--- src/hdl/nodem_pkg.sv ---
package nodem_pkg;

  localparam int InputWidth  = 8;
  localparam int HiddenWidth = 32;

  localparam int W1Base   = 0;
  localparam int B1Base   = W1Base + InputWidth * HiddenWidth;
  localparam int W2Base   = B1Base + HiddenWidth;
  localparam int B2Base   = W2Base + HiddenWidth * HiddenWidth;
  localparam int WoBase   = B2Base + HiddenWidth;
  localparam int ParamEnd = WoBase + HiddenWidth;

  localparam int InBits  = $clog2(InputWidth);
  localparam int HidBits = $clog2(HiddenWidth);
  localparam int W1Bits  = $clog2(InputWidth * HiddenWidth);
  localparam int W2Bits  = $clog2(HiddenWidth * HiddenWidth);
  localparam int AccBits = 56;

  // Input transaction kinds
  localparam logic OpLoad    = 1'b0;
  localparam logic OpFeature = 1'b1;

  typedef logic signed [31:0] word_t;
  typedef logic signed [AccBits-1:0] acc_t;

  // Phase selects which weight store feeds the multiplier.
  typedef enum logic [1:0] {
    PH_L1  = 2'd0,
    PH_L2  = 2'd1,
    PH_OUT = 2'd2
  } phase_t;

  // Controller to datapath command group.
  typedef struct packed {
    logic          issue;     // a product enters the pipe this cycle
    phase_t        phase;
    logic [HidBits-1:0] col;  // output neuron j
    logic [HidBits-1:0] row;  // input term i
    logic          first;     // first term of a sum
    logic          last;      // last term of a sum
  } dp_cmd_t;

  typedef struct packed {
    logic busy;               // sums still in flight
  } dp_sts_t;

  function automatic word_t sat32(input acc_t v);
    if (v > acc_t'(32'sh7fffffff)) return 32'sh7fffffff;
    if (v < -acc_t'(33'sh080000000)) return 32'sh80000000;
    return word_t'(v[31:0]);
  endfunction

  function automatic logic [16:0] tanh_lut(input logic [4:0] k);
    unique case (k)
      5'd0:  tanh_lut = 17'd0;
      5'd1:  tanh_lut = 17'd16051;
      5'd2:  tanh_lut = 17'd30285;
      5'd3:  tanh_lut = 17'd41625;
      5'd4:  tanh_lut = 17'd49912;
      5'd5:  tanh_lut = 17'd55593;
      5'd6:  tanh_lut = 17'd59320;
      5'd7:  tanh_lut = 17'd61694;
      5'd8:  tanh_lut = 17'd63179;
      5'd9:  tanh_lut = 17'd64096;
      5'd10: tanh_lut = 17'd64659;
      5'd11: tanh_lut = 17'd65003;
      5'd12: tanh_lut = 17'd65212;
      5'd13: tanh_lut = 17'd65339;
      5'd14: tanh_lut = 17'd65417;
      5'd15: tanh_lut = 17'd65464;
      default: tanh_lut = 17'd65492;
    endcase
  endfunction

  // Piecewise linear tanh with saturation at 4.0.
  function automatic word_t tanh_q(input word_t v);
    logic [32:0] a;
    logic [18:0] ac;
    logic [4:0]  k;
    logic [13:0] f;
    logic [16:0] t0;
    logic [16:0] t1;
    logic [31:0] prod;
    logic [16:0] r;
    a  = v[31] ? 33'(-{v[31], v}) : {1'b0, v};
    ac = (a > 33'h40000) ? 19'h40000 : a[18:0];
    k  = ac[18:14];
    f  = ac[13:0];
    t0 = tanh_lut(k);
    t1 = tanh_lut(5'(k + 5'd1));
    prod = 32'(t1 - t0) * 32'(f);
    r = (k >= 5'd16) ? tanh_lut(5'd16) : 17'(t0 + 17'(prod >> 14));
    return v[31] ? -word_t'({15'd0, r}) : word_t'({15'd0, r});
  endfunction

endpackage

--- src/hdl/nodem_ctrl.sv ---
module nodem_ctrl (
  input  logic               clk,
  input  logic               rst,
  input  logic               start,
  input  nodem_pkg::dp_sts_t sts,
  input  logic               out_free,
  output nodem_pkg::dp_cmd_t cmd,
  output logic               done,
  output logic               idle
);
  import nodem_pkg::*;

  typedef enum logic [4:0] {
    S_IDLE  = 5'b00001,
    S_L1    = 5'b00010,
    S_L2    = 5'b00100,
    S_OUT   = 5'b01000,
    S_DRAIN = 5'b10000
  } state_t;

  state_t state, state_next;
  logic [HidBits-1:0] col, col_next;
  logic [HidBits-1:0] row, row_next;
  logic [HidBits-1:0] row_end;

  always_comb begin
    unique case (state)
      S_L1:    row_end = HidBits'(InputWidth - 1);
      default: row_end = HidBits'(HiddenWidth - 1);
    endcase
  end

  // Walk rows then columns; wait for each layer to drain before the next
  always_comb begin
    state_next = state;
    col_next   = col;
    row_next   = row;
    cmd        = '0;
    done       = 1'b0;
    unique case (state)
      S_IDLE: begin
        if (start) begin
          state_next = S_L1;
          col_next   = '0;
          row_next   = '0;
        end
      end
      S_L1, S_L2, S_OUT: begin
        if (!sts.busy || state != S_L2 || row != '0 || col != '0) begin
          cmd.issue = 1'b1;
          unique case (state)
            S_L1:    cmd.phase = PH_L1;
            S_L2:    cmd.phase = PH_L2;
            default: cmd.phase = PH_OUT;
          endcase
          cmd.col   = col;
          cmd.row   = row;
          cmd.first = (row == '0) && (state != S_OUT || col == '0);
          // The output layer is one sum over all columns
          cmd.last  = (state == S_OUT) ? (col == HidBits'(HiddenWidth - 1))
                                       : (row == row_end);
          if (state == S_OUT) begin
            col_next = col + 1'b1;
            if (col == HidBits'(HiddenWidth - 1)) state_next = S_DRAIN;
          end else if (row == row_end) begin
            row_next = '0;
            col_next = col + 1'b1;
            if (col == HidBits'(HiddenWidth - 1)) begin
              col_next   = '0;
              state_next = (state == S_L1) ? S_L2 : S_OUT;
            end
          end else begin
            row_next = row + 1'b1;
          end
        end
      end
      default: begin
        if (!sts.busy && out_free) begin
          done       = 1'b1;
          state_next = S_IDLE;
        end
      end
    endcase
    // Output layer reads the updated hidden vector; hold until L2 drains
    if (state == S_OUT && col == '0 && sts.busy) begin
      cmd.issue  = 1'b0;
      col_next   = col;
      state_next = state;
    end
  end

  assign idle = (state == S_IDLE);

  always_ff @(posedge clk) begin
    if (rst) begin
      state <= S_IDLE;
      col   <= '0;
      row   <= '0;
    end else begin
      state <= state_next;
      col   <= col_next;
      row   <= row_next;
    end
  end
endmodule

--- config.mk ---
export PLATFORM = sky130hd
export DESIGN_NAME = nodem_ctrl
export DESIGN_NICKNAME = d
export VERILOG_FILES = /design/src/hdl/nodem_pkg.sv /design/src/hdl/nodem_ctrl.sv
export SDC_FILE = /design/constraint.sdc
export NUM_CORES = 1
export LEC_CHECK = 0
export BUFFER_PORTS_ARGS = -buffer_cell sky130_fd_sc_hd__buf_4
export CAP_MARGIN = 5
export CORE_UTILIZATION = 49
export DETAILED_ROUTE_END_ITERATION = 10
export PLACE_DENSITY = 0.74
export SLEW_MARGIN = 10
export SYNTH_ARGS = -nofsm -noshare
export SYNTH_HDL_FRONTEND = slang
export SYNTH_SLANG_ARGS = --single-unit
--- constraint.sdc ---
create_clock -name clk -period 2.4 [get_ports clk]
set_clock_uncertainty 0.15 [all_clocks]
set_input_delay 0.48 -clock clk [delete_from_list [all_inputs] [get_ports clk]]
set_output_delay 0.48 -clock clk [all_outputs]
set_load 0.02 [all_outputs]
### Word-level counts from Yosys, hierarchy flattened

Index checks and enable logic that the tools add are counted.

| operators by class | value |
|---|---|
| muxes and demuxes | 27 |
| add/sub/neg operators | 2 |
| reduce and logical (&&, ||, !) cells | 20 |
| equality and inequality tests | 13 |
| bitwise logic cells | 1 |

Operators with widths:

| cell | number |
|---|---|
| 2-to-1 mux 5 bit | 16 |
| 2-to-1 mux 15 bit | 2 |
| one-hot mux 5 bit (2 select lines) | 3 |
| adder 5 x 1 -> 5 bit, second input constant | 2 |
| zero test 5 bit | 2 |
| nonzero test 5 bit | 2 |
| != test 2 bit, second input constant | 4 |
| AND reduction 6 bit | 1 |
| equality test 5 x 1 -> 1 bit, second input constant | 1 |
| equality test 5 x 2 -> 1 bit, second input constant | 1 |
| equality test 5 x 3 -> 1 bit, second input constant | 1 |
| equality test 5 x 4 -> 1 bit, second input constant | 1 |
| equality test 5 bit | 1 |
| equality test 5 bit, second input constant | 1 |
| != test 5 x 3 -> 1 bit, second input constant | 1 |
| != test 5 x 4 -> 1 bit, second input constant | 1 |
| AND reduction 5 bit | 1 |
| logical AND 1 bit | 4 |
| logical OR 1 bit | 4 |
| 2-to-1 mux 1 bit | 4 |
| 2-to-1 mux 4 bit | 1 |
| one-hot mux 2 bit (2 select lines) | 1 |
| AND reduction 4 bit | 1 |
| OR reduction 4 bit | 1 |
| 6 further kinds | 6 |

| word-level totals | value |
|---|---|
| output and inout port bits | 17 |
| logic and storage cells | 66 |
| bits of input ports | 5 |
| flip-flop bits (word level) | 15 |

### Depth between registers and ports, before layout

| depth | value |
|---|---|
| depth in word-level cells | 7 |
| mapped depth | 10 |

### Worst setup path after synthesis

OpenSTA, ideal clock, no wires.

| timing | value |
|---|---|
| path type | register to output |
| from | register col[0] |
| to | output port cmd[1] (netlist bit) |
| slack | -69 ps |
| data required time | 1770 ps |
| cell stages (with the launch flop) | 9 |
| arrival time | 1839 ps |
| path buffers | 1 |
| cell sequence | dfxtp_1 inv_1 ha_1 nor4b_1 nand2_1 nor3_1 nand2b_1 clkbuf_1 nor3_1 |

RTL lines:

| item | line | RTL |
|---|---|---|
| start: declaration | nodem_ctrl.sv:22 | `logic [HidBits-1:0] col, col_next;` |
| start signal: assignment | nodem_ctrl.sv:101 | `col <= col_next;` |
| end: declaration | nodem_ctrl.sv:7 | `output nodem_pkg::dp_cmd_t cmd,` |

==> flow_summary.json <==
{
  "slew_viol_final": 0,
  "worst-slew-pin-transition_ns": 0.441,
  "insertion_delay_ns": 0.29,
  "drt-pass1-iter-count": 4,
  "via_count": 1301,
  "drtIter0Drc": 47,
  "r2r_cells": 10,
  "cp-startpoint": "col[1]",
  "final_util": 0.750,
  "cp_max_fo": 5,
  "violations": "setup timing",
  "fin_crit_ns": 2.47,
  "grt_pass1_wl_um": 5460,
  "routed_via_density": 5.89,
  "grt_max_degree": 17,
  "r2r_end": "state[4]",
  "synthesis.instances": 152,
  "grt_overflow": 0,
  "grt_pass1_vias": 1173,
  "pwr-share-clk": 0.167,
  "cp.arrival_ns": 1.84,
  "ant_nets": 0,
  "yosys_warnings": 0,
  "syn_to_final_growth_pct": 41.0,
  "antennaDiodeCount": 0,
  "cts_hold_buf": 0,
  "gp_congestion": 0.997,
  "critPathKind": "flip-flop to output pin",
  "htree_levels": 1,
  "cts_buffers": 3,
  "async_flop_share": 0,
  "synth-main-ff-cell": "dfxtp_1",
  "die-area_um2": 2670,
  "fin_ws_ns": -0.0662,
  "die_h_um": 51.7,
  "worstReg2RegStart": "col[1]",
  "power_density_nw_per_um2": 534,
  "clockBufferDepth": 2,
  "max-cap-violations": 0,
  "core_um2": 2280,
  "fin_crit_sh": 1.03,
  "place_hpwl_um": 2310,
  "yosysSeqAreaShare": 0.248,
  "synth_fp_nets": 162,
  "drc": 0,
  "end_kind": "output pin",
  "seqPwrFrac": 0.327,
  "p_comb_frac": 0.506,
  "yosysUniqueCellTypes": 45,
  "syn_area_um2": 1210,
  "initial_utilization": 0.532,
  "routed_wl_um": 3690,
  "synth_top_area_share": 0.248,
  "cts_tree": "yes",
  "fin_nets": 204,
  "clock-sinks": 15,
  "peakVddDrop_v": 0.000419,
  "row_count": 17,
  "hp-class": "primary input to flip-flop",
  "timing.fmax_ghz": 0.405,
  "finalSetupViolCount": 10,
  "design_area_um2": 1710,
  "rsz0062_at_grt": "yes",
  "fillers": 152,
  "fin_setup_tns_ns": -0.422,
  "start_kind": "flip-flop",
  "synth-edff-count": 0,
  "track_usage": 0.278,
  "hold_violations": 0,
  "wire_per_inst_um": 16.7,
  "crit_path_end": "cmd[12]",
  "post_route_cells_drive_above_1_share": 0.446,
  "cp.required_ns": 1.77,
  "syn_area_per_cell_um2": 7.97,
  "io_pins": 22,
  "antenna_found_initial": 0,
  "clockRootBuffer": "clkbuf_4",
  "swShare": 0.398,
  "die_w_um": 51.7,
  "place_area_um2": 1450,
  "ys_ff_latch": 15,
  "path_clk_slew_ns": 0.09,
  "synthTopCellsByArea": "dfxtp_1, nor2_1, mux2i_1",
  "p_leak_uw": 0.000725,
  "run_status": "complete, but fails checks",
  "rrSetupSlack_ns": 0.06,
  "power.switching_uw": 363,
  "synth_top_area_cell": "dfxtp_1",
  "max-slew-margin-rel": 0.706,
  "power.internal_uw": 550,
  "io_buffers": 21
}
[Yosys cell counts, types with 2 or more instances]
| cell | n |
|---|---|
| a2111oi_4 | 2 |
| nand2_1 | 9 |
| dfxtp_1 | 15 |
| nor4b_1 | 3 |
| xor2_1 | 2 |
| buf_2 | 2 |
| inv_1 | 11 |
| clkbuf_1 | 2 |
| ha_1 | 5 |
| nor2_1 | 24 |
| nand4_1 | 2 |
| nor2b_1 | 2 |
| nor3_1 | 3 |
| o21ai_0 | 5 |
| a21oi_1 | 8 |
| nand3_1 | 7 |
| a211o_1 | 2 |
| or3_1 | 2 |
| nand2b_1 | 8 |
| o211ai_1 | 2 |
| and2_1 | 5 |
| mux2i_1 | 7 |
| buf_4 | 2 |
[state kept, by name (all words and copies together) (netlist names)]
name,cells
row,5
col,5
state,5
[timing repair]
| action | 4_1_cts | 5_1_grt |
|---|---|---|
| pin swaps | 3 | 8 |
| cloned | 1 | 0 |
| endpoints found under the hold margin | 0 | 0 |
| setup buffers | 5 | 6 |
| endpoints found under the setup margin | 13 | 20 |
| resized for setup | 17 | 28 |
[stage by stage]
stage                     power (uW)  hold slack, ns  setup WS, ns  instances
after global routing             968           0.328        -0.164        221
after floorplan                  568           0.312        0.0193        152
after detailed placement         690           0.340       -0.0312        205
after CTS                        859           0.310       0.00128        215
after global placement           684           0.336       0.00488        205
final                            912           0.307       -0.0662        221
[area by class of cell]
| cell class | instances | area (um^2) | share of cell area |
|---|---|---|---|
| clock buffer | 4 | 26.3 | 0.0154 |
| inverter | 11 | 41.3 | 0.0242 |
| multi-input combinational | 120 | 947 | 0.555 |
| sequential | 15 | 324 | 0.190 |
| tap | 28 | 35.0 | 0.0205 |
| timing repair buffer | 43 | 334 | 0.196 |
[power groups by stage]
stage	Sequential, uW	Combinational (uW)	Clock (uW)
after floorplan	270	298	0
after global placement	295	389	0
after detailed placement	296	394	0
after CTS	292	414	153
after global routing	302	498	168
final	298	462	153
[layout by cell type, fill, tap and decap left out, types with 3 or more instances in the layout]
| cell type | n |
|---|---|
| a21oi_1 | 7 |
| and2_1 | 5 |
| buf_4 | 40 |
| buf_6 | 3 |
| clkbuf_4 | 3 |
| dfxtp_1 | 6 |
| dfxtp_2 | 4 |
| dfxtp_4 | 5 |
| ha_1 | 3 |
| inv_1 | 9 |
| mux2i_1 | 7 |
| nand2_1 | 8 |
| nand2b_1 | 7 |
| nand3_1 | 7 |
| nor2_1 | 21 |
| nor2_2 | 3 |
| o21ai_0 | 4 |
[kinds of logic after synthesis]
group,Yosys count,synth area share
and+or+nand+nor,77,0.360
DFF,15,0.248
buffers and inverters,18,0.0702
AOI/OAI and AO/OA,28,0.198
muxes,7,0.0579
adders and majority gates,5,0.0517
xor gates and xnor gates,2,0.0145
[critical path, cell delays in order, from the launching register on]
cell	delay, ns
dfxtp_2	0.35
inv_2	0.07
ha_4	0.12
nor4b_4	0.23
nand2_2	0.12
nor3_4	0.23
nand2b_4	0.20
nor2_1	0.07
buf_4	0.15
[per-layer routing]
| metal | GRT usage | part of all wire |
|---|---|---|
| met4 | 0.153 | 0.028 |
| met3 | 0.0409 | 0.044 |
| met2 | 0.448 | 0.49 |
| met1 | 0.353 | 0.43 |
| met5 | 0 | 0 |
[worst min-delay path by stage]
stage / startpoint / to / slack [ns] / cells past startpoint
after floorplan: row[1] / row[1] / 0.31 / 2
after global placement: row[1] / row[1] / 0.34 / 2
after detailed placement: row[1] / row[1] / 0.34 / 2
after CTS: start / state[1] / 0.31 / 3
after global routing: start / state[1] / 0.33 / 3
final: start / state[1] / 0.31 / 3
Note: power is estimated with default switching activity, not from simulation.
